===== src/hw/rtl/bdlp_pkg.sv =====
// bdlp_pkg: shared constants for the button debouncer with long-press reports.
// Holds the configuration register indexes, width and reset values; no dependencies.
`default_nettype none

package bdlp_pkg;

	// Width of the configuration registers and of the config write data
	localparam int CFG_WIDTH = 20;

	// Configuration register indexes
	typedef enum logic [0:0] {
		REG_DEBOUNCE_TICKS   = 1'b0,
		REG_LONG_PRESS_TICKS = 1'b1
	} cfg_reg_t;

	// Reset values of the configuration registers
	localparam logic [CFG_WIDTH-1:0] DEBOUNCE_RESET   = CFG_WIDTH'(100);
	localparam logic [CFG_WIDTH-1:0] LONG_PRESS_RESET = CFG_WIDTH'(1000);

endpackage

`default_nettype wire


===== src/hw/rtl/bdlp_cfg.sv =====
// bdlp_cfg: configuration registers, kept as ready-to-load timer values.
// Saturates to the counter width and maps zero to one; uses bdlp_pkg.
`default_nettype none

module bdlp_cfg #(
	parameter int COUNT_WIDTH = 20
) (
	input  wire logic                          clk,
	input  wire logic                          arst_n,
	input  wire logic                          cfg_we,
	input  wire bdlp_pkg::cfg_reg_t            cfg_index,
	input  wire logic [bdlp_pkg::CFG_WIDTH-1:0] cfg_data,
	output logic      [COUNT_WIDTH-1:0]        db_load,
	output logic      [COUNT_WIDTH-1:0]        lp_load
);

	localparam int WIDE = (COUNT_WIDTH > bdlp_pkg::CFG_WIDTH) ? COUNT_WIDTH : bdlp_pkg::CFG_WIDTH;
	localparam logic [WIDE-1:0] CNT_MAX = {WIDE{1'b1}} >> (WIDE - COUNT_WIDTH);

	logic [COUNT_WIDTH-1:0] db_load_q;
	logic [COUNT_WIDTH-1:0] lp_load_q;

	// Clamp a register value into the counter range, zero acts as one
	function automatic logic [COUNT_WIDTH-1:0] to_load(input logic [bdlp_pkg::CFG_WIDTH-1:0] r);
		logic [WIDE-1:0] v;
		v = WIDE'(r);
		if (v > CNT_MAX) begin
			v = CNT_MAX;
		end
		if (v == '0) begin
			v = WIDE'(1);
		end
		return v[COUNT_WIDTH-1:0];
	endfunction

	always_ff @(posedge clk or negedge arst_n) begin
		if (!arst_n) begin
			db_load_q <= to_load(bdlp_pkg::DEBOUNCE_RESET);
			lp_load_q <= to_load(bdlp_pkg::LONG_PRESS_RESET);
		end else if (cfg_we) begin
			case (cfg_index)
				bdlp_pkg::REG_DEBOUNCE_TICKS:   db_load_q <= to_load(cfg_data);
				bdlp_pkg::REG_LONG_PRESS_TICKS: lp_load_q <= to_load(cfg_data);
				default: ;
			endcase
		end
	end

	assign db_load = db_load_q;
	assign lp_load = lp_load_q;

endmodule

`default_nettype wire


===== src/hw/rtl/bdlp_core.sv =====
// bdlp_core: tick input register and per-button debounce/long-press state.
// Turns one tick into a set of pending reports in one pass; uses bdlp_pkg.
`default_nettype none

module bdlp_core #(
	parameter int BUTTONS     = 3,
	parameter int COUNT_WIDTH = 20
) (
	input  wire logic                   clk,
	input  wire logic                   arst_n,
	input  wire logic                   in_valid,
	output logic                        in_ready,
	input  wire logic [BUTTONS-1:0]     in_level,
	input  wire logic [COUNT_WIDTH-1:0] db_load,
	input  wire logic [COUNT_WIDTH-1:0] lp_load,
	input  wire logic                   buf_free,
	output logic                        fire,
	output logic [2*BUTTONS-1:0]        rpt_mask,
	output logic [2*BUTTONS-1:0]        rpt_pressed
);

	logic                   tick_s1_valid;
	logic [BUTTONS-1:0]     level_s1;

	logic [BUTTONS-1:0]     kept_q, prev_q, watch_fall_q, db_act_q, hold_act_q;
	logic [COUNT_WIDTH-1:0] db_cnt_q   [BUTTONS];
	logic [COUNT_WIDTH-1:0] hold_cnt_q [BUTTONS];

	logic [BUTTONS-1:0]     kept_d, watch_fall_d, db_act_d, hold_act_d;
	logic [COUNT_WIDTH-1:0] db_cnt_d   [BUTTONS];
	logic [COUNT_WIDTH-1:0] hold_cnt_d [BUTTONS];

	assign fire     = tick_s1_valid && buf_free;
	assign in_ready = !tick_s1_valid || buf_free;

	always_ff @(posedge clk or negedge arst_n) begin
		if (!arst_n) begin
			tick_s1_valid <= 1'b0;
		end else if (in_ready) begin
			tick_s1_valid <= in_valid;
		end
	end

	always_ff @(posedge clk) begin
		if (in_ready && in_valid) begin
			level_s1 <= in_level;
		end
	end

	// One pass over the buttons; each button is independent
	always_comb begin
		rpt_mask    = '0;
		rpt_pressed = '0;
		for (int i = 0; i < BUTTONS; i++) begin
			kept_d[i]       = kept_q[i];
			watch_fall_d[i] = watch_fall_q[i];
			db_act_d[i]     = db_act_q[i];
			hold_act_d[i]   = hold_act_q[i];
			db_cnt_d[i]     = db_cnt_q[i];
			hold_cnt_d[i]   = hold_cnt_q[i];

			// long-press timer
			if (hold_act_q[i]) begin
				if (hold_cnt_q[i] != '0) begin
					hold_cnt_d[i] = hold_cnt_q[i] - COUNT_WIDTH'(1);
				end
				if (hold_cnt_d[i] == '0) begin
					hold_act_d[i]      = 1'b0;
					rpt_mask[2*i]      = 1'b1;
					rpt_pressed[2*i]   = kept_q[i];
				end
			end

			// debounce countdown and check
			if (db_act_q[i]) begin
				if (db_cnt_q[i] != '0) begin
					db_cnt_d[i] = db_cnt_q[i] - COUNT_WIDTH'(1);
				end
				if (db_cnt_d[i] == '0) begin
					db_act_d[i] = 1'b0;
					if (!kept_q[i] && level_s1[i]) begin
						hold_cnt_d[i]   = lp_load;
						hold_act_d[i]   = 1'b1;
						watch_fall_d[i] = 1'b1;
					end else if (kept_q[i] && !level_s1[i]) begin
						hold_act_d[i]   = 1'b0;
						hold_cnt_d[i]   = '0;
						watch_fall_d[i] = 1'b0;
					end else begin
						db_cnt_d[i] = COUNT_WIDTH'(1);
						db_act_d[i] = 1'b1;
					end
					kept_d[i]          = !kept_q[i];
					rpt_mask[2*i+1]    = 1'b1;
					rpt_pressed[2*i+1] = !kept_q[i];
				end
			end

			// armed edge restarts the countdown
			if (watch_fall_d[i] ? (prev_q[i] && !level_s1[i]) : (!prev_q[i] && level_s1[i])) begin
				db_cnt_d[i] = db_load;
				db_act_d[i] = 1'b1;
			end
		end
	end

	always_ff @(posedge clk or negedge arst_n) begin
		if (!arst_n) begin
			kept_q       <= '0;
			prev_q       <= '0;
			watch_fall_q <= '0;
			db_act_q     <= '0;
			hold_act_q   <= '0;
			for (int i = 0; i < BUTTONS; i++) begin
				db_cnt_q[i]   <= '0;
				hold_cnt_q[i] <= '0;
			end
		end else if (fire) begin
			kept_q       <= kept_d;
			prev_q       <= level_s1;
			watch_fall_q <= watch_fall_d;
			db_act_q     <= db_act_d;
			hold_act_q   <= hold_act_d;
			for (int i = 0; i < BUTTONS; i++) begin
				db_cnt_q[i]   <= db_cnt_d[i];
				hold_cnt_q[i] <= hold_cnt_d[i];
			end
		end
	end

endmodule

`default_nettype wire


===== src/hw/rtl/bdlp_drain.sv =====
// bdlp_drain: pending report buffer and output register.
// Sends one report per cycle in slot order while m_tready is high; marks a tick's last.
`default_nettype none

module bdlp_drain #(
	parameter int BUTTONS = 3,
	parameter int ID_W    = 2,
	parameter int DATA_W  = 8
) (
	input  wire logic                 clk,
	input  wire logic                 arst_n,
	input  wire logic                 fire,
	input  wire logic [2*BUTTONS-1:0] rpt_mask,
	input  wire logic [2*BUTTONS-1:0] rpt_pressed,
	output logic                      buf_free,
	output logic                      m_tvalid,
	input  wire logic                 m_tready,
	output logic [DATA_W-1:0]         m_tdata,
	output logic                      m_tlast
);

	localparam int SLOTS = 2 * BUTTONS;
	localparam int SEL_W = (SLOTS > 1) ? $clog2(SLOTS) : 1;

	logic [SLOTS-1:0]  pend_q;
	logic [SLOTS-1:0]  pressed_q;
	logic [SLOTS-1:0]  pend_rest;
	logic [SEL_W-1:0]  sel;
	logic              load_out;
	logic              out_valid_q;
	logic [DATA_W-1:0] out_data_q;
	logic              out_last_q;

	// Lowest pending slot goes first: button order, long report first
	always_comb begin
		sel       = '0;
		pend_rest = pend_q;
		for (int k = SLOTS - 1; k >= 0; k--) begin
			if (pend_q[k]) begin
				sel = SEL_W'(k);
			end
		end
		pend_rest[sel] = 1'b0;
	end

	assign load_out = (pend_q != '0) && (!out_valid_q || m_tready);
	assign buf_free = (pend_q == '0) || (load_out && (pend_rest == '0));

	always_ff @(posedge clk or negedge arst_n) begin
		if (!arst_n) begin
			pend_q      <= '0;
			out_valid_q <= 1'b0;
		end else begin
			if (fire) begin
				pend_q <= rpt_mask;
			end else if (load_out) begin
				pend_q <= pend_rest;
			end
			if (load_out) begin
				out_valid_q <= 1'b1;
			end else if (m_tready) begin
				out_valid_q <= 1'b0;
			end
		end
	end

	always_ff @(posedge clk) begin
		if (fire) begin
			pressed_q <= rpt_pressed;
		end
		if (load_out) begin
			out_data_q <= DATA_W'({!sel[0], pressed_q[sel], ID_W'(sel >> 1)});
			out_last_q <= (pend_rest == '0);
		end
	end

	assign m_tvalid = out_valid_q;
	assign m_tdata  = out_data_q;
	assign m_tlast  = out_last_q;

`ifndef ASSERT_OFF
	// A new tick only lands once every report of the previous tick has left
	a_no_overwrite: assert property (@(posedge clk) disable iff (!arst_n)
		fire |-> (pend_q == '0) || (load_out && (pend_rest == '0)))
		else $error("pending reports overwritten by a new tick");

	// A stalled output holds back the pending set
	a_stall_holds: assert property (@(posedge clk) disable iff (!arst_n)
		out_valid_q && !m_tready && (pend_q != '0) |=> $stable(pend_q))
		else $error("pending reports moved during output stall");

	// Every loaded report is presented on the next cycle
	a_load_valid: assert property (@(posedge clk) disable iff (!arst_n)
		load_out |=> out_valid_q)
		else $error("loaded report not presented");
`endif

endmodule

`default_nettype wire


===== src/hw/rtl/button_debounce_long_press.sv =====
// Button debouncer with long-press reports: one tick in, zero to 2*BUTTONS reports out.
// A tick's first report passes the input reg (loaded as the tick is taken), the report buffer
// and the output reg before it shows on m_tvalid; a report-less tick stops at the input reg.
// Throughput: one tick per cycle when ticks cause no reports; otherwise one report per cycle
// while m_tready is high, set by the single output register draining the report buffer.
// Reset (arst_n low): all buttons released, rising edge armed, timers idle, registers at 100/1000.
`default_nettype none

module button_debounce_long_press #(
	parameter int BUTTONS     = 3,
	parameter int COUNT_WIDTH = 20
) (
	input  wire logic                           clk,
	input  wire logic                           arst_n,
	// tick request
	input  wire logic                           s_tvalid,
	output logic                                s_tready,
	input  wire logic [((BUTTONS+7)/8)*8-1:0]   s_tdata,   // [0] left_level, [1] middle_level, [2] right_level
	// report request
	output logic                                m_tvalid,
	input  wire logic                           m_tready,
	output logic [(((BUTTONS > 4) ? 3 : 2)+2+7)/8*8-1:0] m_tdata, // button_id, pressed, long_press
	output logic                                m_tlast,
	// configuration write port
	input  wire logic                           cfg_we,
	input  wire logic [0:0]                     cfg_index,
	input  wire logic [bdlp_pkg::CFG_WIDTH-1:0] cfg_data
);

	// Report id width: two bits cover the default three buttons
	localparam int ID_W   = (BUTTONS > 4) ? 3 : 2;
	localparam int DATA_W = (ID_W + 2 + 7) / 8 * 8;

	logic [COUNT_WIDTH-1:0] db_load;
	logic [COUNT_WIDTH-1:0] lp_load;
	logic                   buf_free;
	logic                   fire;
	logic [2*BUTTONS-1:0]   rpt_mask;
	logic [2*BUTTONS-1:0]   rpt_pressed;

	// Config registers hold the clamped timer reload values
	bdlp_cfg #(
		.COUNT_WIDTH (COUNT_WIDTH)
	) u_cfg (
		.clk       (clk),
		.arst_n    (arst_n),
		.cfg_we    (cfg_we),
		.cfg_index (bdlp_pkg::cfg_reg_t'(cfg_index)),
		.cfg_data  (cfg_data),
		.db_load   (db_load),
		.lp_load   (lp_load)
	);

	// Register the tick and advance every button's state in one pass
	bdlp_core #(
		.BUTTONS     (BUTTONS),
		.COUNT_WIDTH (COUNT_WIDTH)
	) u_core (
		.clk         (clk),
		.arst_n      (arst_n),
		.in_valid    (s_tvalid),
		.in_ready    (s_tready),
		.in_level    (s_tdata[BUTTONS-1:0]),
		.db_load     (db_load),
		.lp_load     (lp_load),
		.buf_free    (buf_free),
		.fire        (fire),
		.rpt_mask    (rpt_mask),
		.rpt_pressed (rpt_pressed)
	);

	// Drain reports one per cycle while m_tready is high; the next tick waits in the input reg
	bdlp_drain #(
		.BUTTONS (BUTTONS),
		.ID_W    (ID_W),
		.DATA_W  (DATA_W)
	) u_drain (
		.clk         (clk),
		.arst_n      (arst_n),
		.fire        (fire),
		.rpt_mask    (rpt_mask),
		.rpt_pressed (rpt_pressed),
		.buf_free    (buf_free),
		.m_tvalid    (m_tvalid),
		.m_tready    (m_tready),
		.m_tdata     (m_tdata),
		.m_tlast     (m_tlast)
	);

endmodule

`default_nettype wire


===== config.mk =====
export PLATFORM = sky130hd
export DESIGN_NAME = button_debounce_long_press
export DESIGN_NICKNAME = d
export VERILOG_FILES = /design/src/hw/rtl/bdlp_pkg.sv /design/src/hw/rtl/bdlp_cfg.sv /design/src/hw/rtl/bdlp_core.sv /design/src/hw/rtl/bdlp_drain.sv /design/src/hw/rtl/button_debounce_long_press.sv
export SDC_FILE = /design/constraint.sdc
export NUM_CORES = 1
export LEC_CHECK = 0
export ABC_AREA = 1
export BUFFER_PORTS_ARGS = -buffer_cell sky130_fd_sc_hd__buf_4
export CAP_MARGIN = 0
export CELL_PAD_IN_SITES_DETAIL_PLACEMENT = 1
export CELL_PAD_IN_SITES_GLOBAL_PLACEMENT = 2
export CORE_ASPECT_RATIO = 0.6
export CORE_UTILIZATION = 36
export DETAILED_ROUTE_END_ITERATION = 8
export PLACE_DENSITY = 0.91
export SLEW_MARGIN = 20
export SYNTH_ARGS = -nofsm -noshare
export SYNTH_HDL_FRONTEND = slang
export SYNTH_HIERARCHICAL = 1
export SYNTH_SLANG_ARGS = --single-unit

===== constraint.sdc =====
create_clock -name clk -period 3.7 [get_ports clk]
set_input_delay 0.185 -clock clk [delete_from_list [all_inputs] [get_ports clk]]
set_output_delay 0.185 -clock clk [all_outputs]
set_load 0.1 [all_outputs]

# ---- After elaboration in Yosys (flattened, before gate mapping)
# Index checks and enable logic that the tools add are counted.
dict set report classes {
  add_sub_neg 6
  order_cmp 3
  n_mux 123
  n_bitwise 3
  n_reduce_logical 68
}
# operator n
set op_table {}
lappend op_table {{two-way mux 20 bit} 49}
lappend op_table {{logical NOT 20 bit} 8}
lappend op_table {{nonzero test 20 bit} 6}
lappend op_table {{subtractor 20 x 1 -> 20 bit, second input constant} 6}
lappend op_table {{two-way mux 1 bit} 64}
lappend op_table {{AND reduction 2 bit} 11}
lappend op_table {{> comparator 20 bit, second input constant} 1}
lappend op_table {{two-way mux 3 bit} 6}
lappend op_table {{logical AND 1 bit} 17}
lappend op_table {{logical NOT 1 bit} 12}
lappend op_table {{logical NOT 6 bit} 2}
lappend op_table {{two-way mux 6 bit} 2}
lappend op_table {{nonzero test 2 bit} 5}
lappend op_table {{AND reduction 3 bit} 3}
lappend op_table {{AND 6 bit} 1}
lappend op_table {{inverter 6 bit} 1}
lappend op_table {{nonzero test 6 bit} 1}
lappend op_table {{< comparator 3 x 4 -> 1 bit, second input constant} 1}
lappend op_table {{binary-select mux 1 bit (select 3 bit)} 1}
lappend op_table {{demux 1 bit (select 3 bit)} 1}
lappend op_table {{greater-or-equal comparator 3 x 1 -> 1 bit, second input constant} 1}
lappend op_table {{logical OR 1 bit} 3}
lappend op_table {{inverter 1 bit} 1}
dict set report word_totals {
  ff_bits 197
  input_bits 34
  output_inout_bits 11
  elab_cells 230
}

# ---- Depth between registers and ports, before layout
# Gate-level depths: netlist of run 1.
dict set report depth {
  ltp_word 17
  mapped_depth 21
  ltp_nobuf 20
}

# ---- Hierarchy
# The synthesis of run 1 kept the hierarchy.
# mod instances cells_per_inst area_each_um2
set modules_own_cells {}
lappend modules_own_cells {bdlp_core 1 1999 12356.9}
lappend modules_own_cells {bdlp_cfg 1 174 1586.5}
lappend modules_own_cells {bdlp_drain 1 91 905.9}

# ---- Worst setup path after synthesis of run 1
# No wires, ideal clock.
dict set report synth_timing {
  path_type {register to register}
  from {register u_drain.out_valid_q, in the netlist u_drain/m_tvalid}
  to {register u_drain.pend_q[1]}
  t_arrival_ns 2.657
  t_required_ns 3.627
  slack_ns 0.970
  stages_incl_launch_ff 14
  path_cell_list {dfrtp_1 > inv_1 > nor2_1 > inv_1 > nand2_1 > nand2_1 > nand2_1 > inv_1 > buf_4 > clkbuf_1 > inv_1 > nand2_4 > o22ai_2 > a21oi_2}
}
dict set report synth_via {
  elab_chain_cells 7
  elab_cells_between_ends 8
  classes_between {mux: 1; reduce/logical: 7}
}
# item line_no
set synth_lines {}
lappend synth_lines {{from (decl)} bdlp_drain.sv:30} ;# logic out_valid_q;
lappend synth_lines {{from (signal assigned)} bdlp_drain.sv:52} ;# out_valid_q <= 1'b0;
lappend synth_lines {{from (signal assigned)} bdlp_drain.sv:60} ;# out_valid_q <= 1'b1;
lappend synth_lines {{from (signal assigned)} bdlp_drain.sv:62} ;# out_valid_q <= 1'b0;
lappend synth_lines {{logical NOT 1 bit (*)} bdlp_drain.sv:46} ;# assign load_out = (pend_q != '0) && (!out_valid_q || m_tready);
lappend synth_lines {{logical OR 1 bit (*)} bdlp_drain.sv:46}
lappend synth_lines {{logical AND 1 bit (*)} bdlp_drain.sv:46}
lappend synth_lines {{logical AND 1 bit (*)} bdlp_drain.sv:47} ;# assign buf_free = (pend_q == '0) || (load_out && (pend_rest == '0));
lappend synth_lines {{logical OR 1 bit (*)} bdlp_drain.sv:47}
lappend synth_lines {{named net buf_free} button_debounce_long_press.sv:36} ;# logic buf_free;
lappend synth_lines {{logical AND 1 bit (*)} bdlp_core.sv:33} ;# assign fire = tick_s1_valid && buf_free;
lappend synth_lines {{named net fire} button_debounce_long_press.sv:37} ;# logic fire;
lappend synth_lines {{two-way mux 6 bit or nonzero test 2 bit (tied branches)} n/a}
lappend synth_lines {{to (signal assigned)} bdlp_drain.sv:55} ;# pend_q <= rpt_mask;
lappend synth_lines {{to (signal assigned)} bdlp_drain.sv:57} ;# pend_q <= pend_rest;
lappend synth_lines {{to (decl)} bdlp_drain.sv:25} ;# logic [SLOTS-1:0] pend_q;
# Mark *: on every way through the listed nets, which the timed path passes. The rest lies on a longest branch.
# A chain may end at the register's enable or synchronous reset.

# ---- Worst setup path in the final report of run 1
dict set report layout_timing {
  from {register u_core/db_cnt_q[0] (netlist bit)}
  to {register u_core/db_cnt_q[1] (netlist bit)}
}
dict set report layout_via {
  elab_chain_cells 9
  elab_cells_between_ends 15
  classes_between {add/sub: 1; mux: 10; reduce/logical: 4}
}
# item line_no
set layout_lines {}
lappend layout_lines {{from (decl)} bdlp_core.sv:26} ;# logic [COUNT_WIDTH-1:0] db_cnt_q [BUTTONS];
lappend layout_lines {{from (signal, indexed assignment)} bdlp_core.sv:125} ;# db_cnt_q[i] <= db_cnt_d[i];
lappend layout_lines {{subtractor 20 x 1 -> 20 bit or nonzero test 20 bit (tied branches)} {bdlp_core.sv:77, bdlp_core.sv:76}}
lappend layout_lines {{two-way mux 20 bit (*)} bdlp_core.sv:76} ;# if (db_cnt_q[i] != '0) begin
lappend layout_lines {{two-way mux 20 bit (*)} bdlp_core.sv:75} ;# if (db_act_q[i]) begin
lappend layout_lines {{logical NOT 20 bit} bdlp_core.sv:79} ;# if (db_cnt_d[i] == '0) begin
lappend layout_lines {{two-way mux 1 bit} bdlp_core.sv:79}
lappend layout_lines {{two-way mux 1 bit} bdlp_core.sv:75}
lappend layout_lines {{two-way mux 1 bit} bdlp_core.sv:100} ;# if (watch_fall_d[i] ? (prev_q[i] && !level_s1[i]) : (!prev_q[i] && level_s1[i])) begin
lappend layout_lines {{nonzero test 2 bit (no line)} n/a}
lappend layout_lines {{AND reduction 2 bit (no line)} n/a}
# Every way passes the cells marked *; elsewhere a longest branch is shown, timed or not. The select of a mux whose other input is x is not followed.

==> metrics.log, run 1 <==
[metrics] status: finished, final reports clean
[metrics] end point of the most critical hold path: u_cfg/lp_load[3]
[metrics] final worst clock skew: 0.01008 ns
[metrics] library cell with the largest summed area after synthesis: sky130_fd_sc_hd__dfrtp_1
[metrics] number of antenna violations at the first check in global routing: 1
[metrics] boundary pin count: 45
[metrics] Worst Hold Depth: 3
[metrics] Post-Synthesis Cells: 2,264
[metrics] crit start category: flop
[metrics] number of cells traversed by the worst register-to-register path: 19
[metrics] Core Footprint: 40,580 µm²
[metrics] clock tree from TritonCTS: built
[metrics] Cell variety after synth: 54
[metrics] slew of the pin with the lowest slew margin: 1.058 ns
[metrics] Routed Wire Length: 57,210 µm
[metrics] Pins Over Slew Limit: 0
[metrics] worst IR drop on VDD: 336.3 µV
[metrics] source-to-sink clock delay at the later pin of the worst-skew pair: 0.47 ns
[metrics] maximum level of the CTS H-tree: 4
[metrics] Yosys warning total: 6
[metrics] simple logic cell fraction of the synthesized area: 42.00%
[metrics] number of nets with antenna violations after routing: 0
[metrics] detailed placement HPWL: 43,570 µm
[metrics] clock-pin slew reported for the worst setup and hold paths after clock tree synthesis: 0.09 ns
[metrics] Max Buffers Root-to-Sink: 2
[metrics] Horiz. Die Dim: 264.2 µm
[metrics] accumulated negative setup slack: 0 ns
[metrics] post-route minimum period: 3.359 ns
[metrics] critical hold path startpoint: cfg_data[3]
[metrics] height of the chip: 159.3 µm
[metrics] most used cell, CP: sky130_fd_sc_hd__nand2_1
[metrics] Post-route DRC: 0
[metrics] class of the tightest hold or removal check: in -> reg
[metrics] cell with the most instances after synthesis: sky130_fd_sc_hd__nand2_1
[metrics] largest net degree at the start of global routing: 98
[metrics] post-synthesis xor/xnor area fraction: 4.070%
[metrics] TritonCTS sink count: 197
[metrics] leak pwr: 8.315 nW
[metrics] Pre-Repair DR Iteration Count: 5
[metrics] CP Capture Type: flop
[metrics] leading register cell type out of synthesis: sky130_fd_sc_hd__dfrtp_1
[metrics] number of global-route vias before repair: 15,230
[metrics] Setup Viol. Count Final: 0
[metrics] Layout fillers: 5,298
[metrics] area enclosed by the die boundary: 42,090 µm²
[metrics] Adder-Cell Fraction of Synth Area: 1.264%
[metrics] R2R Path Start: u_core/db_cnt_q[0]
[metrics] unrepaired setup endpoints after global routing: no
[metrics] worst path arrival time: 3.76 ns
[metrics] complex-gate fraction of the synthesized area: 9.707%
[metrics] power per cell area: 878.0 nW/µm²
[metrics] first-iteration detailed-routing DRC count: 1,428
[metrics] max_slew headroom: 29.27%
[metrics] first-pass GRT wire length: 89,710 µm
[metrics] count of input and output buffers: 35
[metrics] Clk Tree Root Cell: sky130_fd_sc_hd__clkbuf_16
[metrics] sequential-to-total area share from yosys stat: 33.75%
[metrics] post-route total power: 14.40 mW
[metrics] worst-path cell with the longest stage delay: sky130_fd_sc_hd__dfrtp_1
[metrics] total global routing overflow: 0
[metrics] count of nets after finishing: 2,324
[metrics] combined flip-flop and latch cell area: 5011 µm²
[metrics] GRT Util Overall: 27.48%
[metrics] vias per std cell: 5.509
[metrics] main combinational cell family by area after synthesis: simple AND/OR/NAND/NOR gates
[metrics] Max Cap Violations: 0
[metrics] routability congestion estimate from global placement: 0.9727
[metrics] initial cell density of the core: 36.59%
[metrics] share of async-settable or async-resettable flops after synthesis: 92.89%
[metrics] Peak Freq: 0.2977 GHz
[metrics] vias post-DR: 15,530
[metrics] Setup CP Type: reg -> reg
[metrics] r2r setup slk: 0.34 ns
[metrics] clock buffer count from CTS: 17
[metrics] area of combinational cells with multiple inputs: 8534 µm²
[metrics] per-cell routed wire length: 20.29 µm
[metrics] Crit path largest cell delay: 0.42 ns
[metrics] mean cell area of the mapped netlist: 6.559 µm²
[metrics] Reg2Reg Capture Point: u_core/db_cnt_q[1]
[metrics] share of the synthesized area in the top cell type: 29.32%
[metrics] share of synthesized area spent on multiplexers: 0.06741%
[metrics] critical-path cell list: inv_1, ha_1, nand2_2, nor2_4, nand3_4, nand2_1, nand2_1, nor2_1, nand4_1, nor2_4, nand3_1, nand2_1, nand2_1, nand2_4, nand3_2, nand2_1, buf_4, nand2_1, nand2_1
[metrics] Antenna Diode Count: 0
[metrics] maximum fanout along the worst path: 20
[metrics] cell area after synthesis: 14,850 µm²
[metrics] Commonest cells post-synth: sky130_fd_sc_hd__nand2_1, sky130_fd_sc_hd__nand3_1, sky130_fd_sc_hd__nor2_1
[metrics] flops & latches, synth: 197
[metrics] Post-Place Worst Slack: 0.1891 ns
[metrics] share of the cycle needed by the critical path after routing: 90.78%
[metrics] required time of the critical path: 4.10 ns
[metrics] top cells by area in the synthesized netlist: sky130_fd_sc_hd__dfrtp_1, sky130_fd_sc_hd__nand2_1, sky130_fd_sc_hd__nand3_1, sky130_fd_sc_hd__nor2_1, sky130_fd_sc_hd__inv_1
[metrics] row count: 57
[metrics] number of enable-type register cells in the synthesized netlist: 14
[metrics] final core utilization: 40.42%
[metrics] endpoints failing hold: 0
[metrics] post-synthesis to final-layout area growth: 10.45%
[metrics] fraction of layout cells with a size suffix above 1: 8.960%
[metrics] post-route worst setup slack: 0.3410 ns
routing by layer:
layer,part of all wire [%],wire (µm),GRT usage (%),vias up
met2,40,22600,37.14,469
met1,51,29080,43.67,7643
met5,0.017,10,0,-
met4,1.1,602,5.259,2
met3,8.6,4918,6.171,38
li1,-,-,-,7377
metrics by stage:
| step | hold WS [ns] | instance area, µm² | std cells |
|---|---|---|---|
| after floorplan | -0.1106 | 14860 | 2267 |
| after global placement | 0.3604 | 15690 | 2778 |
| after detailed placement | 0.3671 | 15690 | 2778 |
| after CTS | 0.002471 | 16360 | 2819 |
| after global routing | 0.007927 | 16400 | 2819 |
| final | 0.008231 | 16400 | 2819 |
registers in the layout, summed over array words and instances (netlist names):
name and flops:
u_drain/pend_q 6, u_core/hold_act_q 3, u_core/db_act_q 3, u_core/prev_q 3
u_drain/m_tdata 4, u_core/db_cnt_q 60, u_cfg/lp_load 20, u_cfg/db_load 20
u_core/kept_q 3, u_drain/m_tvalid 1, u_drain/pressed_q 6, u_core/level_s1 3
u_core/tick_s1_valid 1, u_drain/m_tlast 1, u_core/watch_fall_q 3, u_core/hold_cnt_q 60
cells in the final DEF (no fill, tap or decap), types with 8 or more instances in the layout:
cell,Yosys,final
sky130_fd_sc_hd__dlygate4sd3_1,0,9
sky130_fd_sc_hd__a21oi_1,12,12
sky130_fd_sc_hd__nand3_1,266,266
sky130_fd_sc_hd__ha_1,15,15
sky130_fd_sc_hd__a22oi_1,38,38
sky130_fd_sc_hd__nand2_2,17,16
sky130_fd_sc_hd__nor2_4,9,10
sky130_fd_sc_hd__nand3_2,11,8
sky130_fd_sc_hd__a31oi_1,26,26
sky130_fd_sc_hd__dfstp_2,9,9
sky130_fd_sc_hd__buf_4,20,77
sky130_fd_sc_hd__nand2_1,732,731
sky130_fd_sc_hd__nor2_2,16,15
sky130_fd_sc_hd__buf_12,0,8
sky130_fd_sc_hd__o21ai_1,17,17
sky130_fd_sc_hd__dfrtp_1,174,174
sky130_fd_sc_hd__nor2_1,247,247
sky130_fd_sc_hd__xor2_1,52,52
sky130_fd_sc_hd__clkbuf_16,0,17
sky130_fd_sc_hd__xnor2_1,17,17
sky130_fd_sc_hd__edfxtp_1,14,14
sky130_fd_sc_hd__nor3_1,33,33
sky130_fd_sc_hd__nand4_1,47,47
sky130_fd_sc_hd__nand3b_1,18,18
sky130_fd_sc_hd__o21ai_0,143,143
sky130_fd_sc_hd__inv_1,198,197
worst max-delay path, delay by kind of cell (launching register included):
family	cells	cell delay, ns
fa+ha+maj	1	0.19
flops	1	0.42
simple gates	16	2.27
buf+inv	2	0.39
report_power, final:
| part | switching [mW] | leakage, nW | total [mW] | internal, mW |
|---|---|---|---|---|
| Clock | 1.04 | 0.284 | 1.94 | 0.907 |
| Combinational | 5.73 | 5.65 | 8.44 | 2.71 |
| Sequential | 1.07 | 2.38 | 4.02 | 2.94 |
area by class of cell:
type                            instances  area share (%)
Inverter                              205           4.692
Timing Repair Buffer                   95           5.134
Sequential cell                       197           30.55
Clock inverter                         15          0.9384
Clock buffer                           17           2.594
Multi-Input combinational cell       1759           52.04
Tap cell                              531           4.051
worst max path at each step:
stage	start	slack (ns)	cells after the start	end
6_report	u_core/db_cnt_q[0]	0.34	19	u_core/db_cnt_q[1]
5_1_grt	u_core/db_cnt_q[20]	0.006	19	u_core/db_cnt_q[35]
4_1_cts	u_core/db_cnt_q[0]	0.15	19	u_core/db_cnt_q[1]
3_5_place_dp	u_core/db_cnt_q[0]	0.19	19	u_core/db_cnt_q[1]
3_3_place_gp	u_core/db_cnt_q[20]	0.30	16	u_core/db_cnt_q[39]
2_1_floorplan	u_drain/m_tvalid	0.97	13	u_drain/pend_q[1]
cell families after synthesis:
group	after synthesis
simple gates	1419
xor+xnor	69
compound gates	251
fa+ha+maj	15
buf+inv	311
other cells	1
flops	197
mux	1
repair_timing:
item	4_1_cts	5_1_grt
endpoints found under the setup margin	0	51
resized for setup	0	6
setup buffers	0	0
endpoints found under the hold margin	101	0
hold buffers	9	0
No activity file was read; power rests on OpenSTA's default activity.
==> run 2: changes to the inputs <==
--- a/config.mk
+++ b/config.mk
@@ -7,13 +7,14 @@
 export LEC_CHECK = 0
 export ABC_AREA = 1
 export BUFFER_PORTS_ARGS = -buffer_cell sky130_fd_sc_hd__buf_4
-export CAP_MARGIN = 0
+export CAP_MARGIN = 5
 export CELL_PAD_IN_SITES_DETAIL_PLACEMENT = 1
 export CELL_PAD_IN_SITES_GLOBAL_PLACEMENT = 2
 export CORE_ASPECT_RATIO = 0.6
-export CORE_UTILIZATION = 36
+export CORE_UTILIZATION = 37
+export CTS_BUF_LIST = sky130_fd_sc_hd__clkbuf_4 sky130_fd_sc_hd__clkbuf_8
 export DETAILED_ROUTE_END_ITERATION = 8
-export PLACE_DENSITY = 0.91
+export PLACE_DENSITY = 0.93
 export SLEW_MARGIN = 20
 export SYNTH_ARGS = -nofsm -noshare
 export SYNTH_HDL_FRONTEND = slang
==> metrics.log, run 2 (synthesized netlist as in run 1, its figures left out) <==
[metrics] fraction of layout cells with a size suffix above 1: 8.500% (-0.46 points)
[metrics] max_slew headroom: 28.01% (-1.3 points)
[metrics] first-iteration detailed-routing DRC count: 1,525 (+6.8%)
[metrics] Max Cap Violations: 0 (unchanged)
[metrics] Crit path largest cell delay: 0.44 ns (+0.02 ns)
[metrics] crit start category: flop
[metrics] number of antenna violations at the first check in global routing: 0 (-1)
[metrics] Pins Over Slew Limit: 0 (unchanged)
[metrics] Core Footprint: 39,310 µm² (-3.1%)
[metrics] Peak Freq: 0.2897 GHz (-2.7%)
[metrics] maximum level of the CTS H-tree: 4 (unchanged)
[metrics] hold slack: 0.04718 ns (+0.03895 ns)
[metrics] first-pass GRT wire length: 87,630 µm (-2.3%)
[metrics] Antenna Diode Count: 0 (unchanged)
[metrics] vias per std cell: 5.571 (+1.1%)
[metrics] post-route minimum period: 3.452 ns (+0.09279 ns)
[metrics] initial cell density of the core: 37.78% (+1.2 points)
[metrics] count of input and output buffers: 35 (unchanged)
[metrics] Clk Tree Root Cell: sky130_fd_sc_hd__clkbuf_8
[metrics] violations in the final reports: DRC
[metrics] r2r setup slk: 0.25 ns (-0.09 ns)
[metrics] endpoints failing hold: 0 (unchanged)
[metrics] Non-Filler Instances: 2,816 (-0.11%)
[metrics] worst path arrival time: 3.93 ns (+0.17 ns)
[metrics] Post-route DRC: 2 (+2)
[metrics] CP Capture Type: flop
[metrics] leading cell type in the layout, fill and taps excluded: sky130_fd_sc_hd__nand2_1
[metrics] worst IR drop on VDD: 333.1 µV (-0.95%)
[metrics] placed cell count: 2,756 (-0.79%)
[metrics] Max Buffers Root-to-Sink: 2 (unchanged)
[metrics] area enclosed by the die boundary: 40,960 µm² (-2.7%)
[metrics] class of the tightest hold or removal check: in -> reg
[metrics] Setup Viol. Count Final: 0 (unchanged)
[metrics] critical-path cell list: inv_1, ha_2, nand2_2, nor2_4, nand3_4, o21ai_1, nand4_1, nor2_2, nand3_1, nand2_1, nand2_1, nand2_2, nand3_2, nand2_1, buf_4, nand2_1, nand2_1
[metrics] power per cell area: 855.6 nW/µm² (-2.6%)
[metrics] clock-pin slew reported for the worst setup and hold paths after clock tree synthesis: 0.12 ns (+0.03 ns)
[metrics] number of global-route vias before repair: 15,230 (+0.020%)
[metrics] accumulated negative setup slack: 0 ns (unchanged)
[metrics] boundary pin count: 45 (unchanged)
[metrics] vias post-DR: 15,690 (+1.0%)
[metrics] required time of the critical path: 4.17 ns (+0.07 ns)
[metrics] number of cells on the critical path: 17 (-2)
[metrics] cell area after layout: 16,230 µm² (-1.1%)
[metrics] final core utilization: 41.28% (+0.86 points)
[metrics] most frequent cells in the layout: sky130_fd_sc_hd__nand2_1, sky130_fd_sc_hd__nand3_1, sky130_fd_sc_hd__nor2_1
[metrics] row count: 56 (-1.8%)
[metrics] Largest regs: u_core/db_cnt_q: 60 flops, u_core/hold_cnt_q: 60 flops
[metrics] height of the chip: 157.2 µm (-1.3%)
[metrics] source of the critical timing path: u_core/db_cnt_q[0]
[metrics] TritonCTS sink count: 197 (unchanged)
[metrics] Horiz. Die Dim: 260.6 µm (-1.3%)
[metrics] maximum fanout along the worst path: 20 (unchanged)
[metrics] most used cell, CP: sky130_fd_sc_hd__nand2_1
[metrics] unrepaired setup endpoints after global routing: yes
[metrics] clock tree from TritonCTS: built
[metrics] capture point of the critical path: u_core/db_cnt_q[0]
[metrics] count of nets after finishing: 2,330 (+0.26%)
[metrics] CP delay by family, top: simple AND/OR/NAND/NOR gates
[metrics] Reg2Reg Capture Point: u_core/db_cnt_q[0]
[metrics] buffers plus inverters on the worst setup path: 2 (unchanged)
[metrics] leak pwr: 8.216 nW (-1.2%)
[metrics] per-cell routed wire length: 19.81 µm (-2.4%)
[metrics] Routed Wire Length: 55,790 µm (-2.5%)
[metrics] post-CTS setup repair buffer count: 0 (unchanged)
[metrics] Area after DPL: 15,480 µm² (-1.3%)
[metrics] Setup CP Type: reg -> reg
[metrics] detailed placement HPWL: 42,320 µm (-2.9%)
[metrics] final worst clock skew: 0.02300 ns (+0.01292 ns)
[metrics] number of nets with antenna violations after routing: 0 (unchanged)
[metrics] largest net degree at the start of global routing: 92 (-6.1%)
[metrics] post-synthesis to final-layout area growth: 9.269%
[metrics] GRT Util Overall: 27.69% (+0.21 points)
[metrics] clock buffer count from CTS: 17 (unchanged)
[metrics] slew of the pin with the lowest slew margin: 1.077 ns (+0.01892 ns)
[metrics] number of cells traversed by the worst register-to-register path: 17 (-2)
[metrics] Pre-Repair DR Iteration Count: 7 (+2)
[metrics] total global routing overflow: 0 (unchanged)
[metrics] share of the cycle needed by the critical path after routing: 93.29% (+2.5 points)
[metrics] R2R Path Start: u_core/db_cnt_q[0]
[metrics] source-to-sink clock delay at the later pin of the worst-skew pair: 0.53 ns (+0.06 ns)
[metrics] status: finished, violations left
[metrics] worst-path cell with the longest stage delay: sky130_fd_sc_hd__dfrtp_1
[metrics] routability congestion estimate from global placement: 0.9429 (-3.1%)
==> run 2: cell type report <==
type	instances	area [µm²]
fillers	5142	23080
well taps	522	653.1
flip-flops and latches	197	5011
clock inverters	15	188.9
repair buffers	100	824.5
clock buffers	17	234.0
multi-input cells	1760	8544
inverters	205	769.5
==> run 2: worst min path at each step <==
stage | to | startpoint | cells past startpoint | slack, ns
2_1_floorplan | u_cfg/db_load[0] | arst_n | 0 | -0.11
3_3_place_gp | u_core/hold_cnt_q[48] | arst_n | 1 | 0.31
3_5_place_dp | u_core/hold_cnt_q[49] | arst_n | 1 | 0.33
4_1_cts | u_cfg/db_load[0] | cfg_we | 5 | 0.01
5_1_grt | u_cfg/db_load[0] | cfg_we | 5 | 0.05
6_report | u_cfg/db_load[0] | cfg_we | 5 | 0.05
==> run 2: power breakdown <==
group / switching [mW] / internal [mW] / leakage (nW)
logic: 5.62 / 2.60 / 5.62
registers: 1.14 / 2.94 / 2.38
clock network: 1.04 / 0.536 / 0.213
total: 7.81 / 6.08 / 8.22
==> run 2: worst register-to-register path: stages, from the launching register on <==
cell and delay, ns:
sky130_fd_sc_hd__dfrtp_1 0.44, sky130_fd_sc_hd__inv_1 0.13, sky130_fd_sc_hd__ha_2 0.27, sky130_fd_sc_hd__nand2_2 0.12
sky130_fd_sc_hd__nor2_4 0.23, sky130_fd_sc_hd__nand3_4 0.18, sky130_fd_sc_hd__o21ai_1 0.39, sky130_fd_sc_hd__nand4_1 0.17
sky130_fd_sc_hd__nor2_2 0.20, sky130_fd_sc_hd__nand3_1 0.17, sky130_fd_sc_hd__nand2_1 0.16, sky130_fd_sc_hd__nand2_1 0.11
sky130_fd_sc_hd__nand2_2 0.19, sky130_fd_sc_hd__nand3_2 0.10, sky130_fd_sc_hd__nand2_1 0.07, sky130_fd_sc_hd__buf_4 0.24
sky130_fd_sc_hd__nand2_1 0.15, sky130_fd_sc_hd__nand2_1 0.08
==> run 2: metrics by stage <==
stage	total power [mW]	setup slack, ns
floorplan	9.716	0.9697
CTS	13.71	0.02541
detailed placement	12.05	0.07103
global route	15.02	-0.005176
global placement	11.70	0.2591
finish	13.88	0.2482
==> run 2: timing repair <==
action	in CTS	in global routing
resized for setup	0	7
endpoints found under the hold margin	125	0
endpoints found under the setup margin	0	62
hold buffers	27	0
==> run 2: routing by layer <==
layer | global-route usage [%] | routed length (µm) | up-vias
met5 | 0 | 0 | -
met4 | 4.985 | 655 | 0
met3 | 5.974 | 4614 | 49
met2 | 38.30 | 22440 | 498
met1 | 43.34 | 28080 | 7769
li1 | - | - | 7371
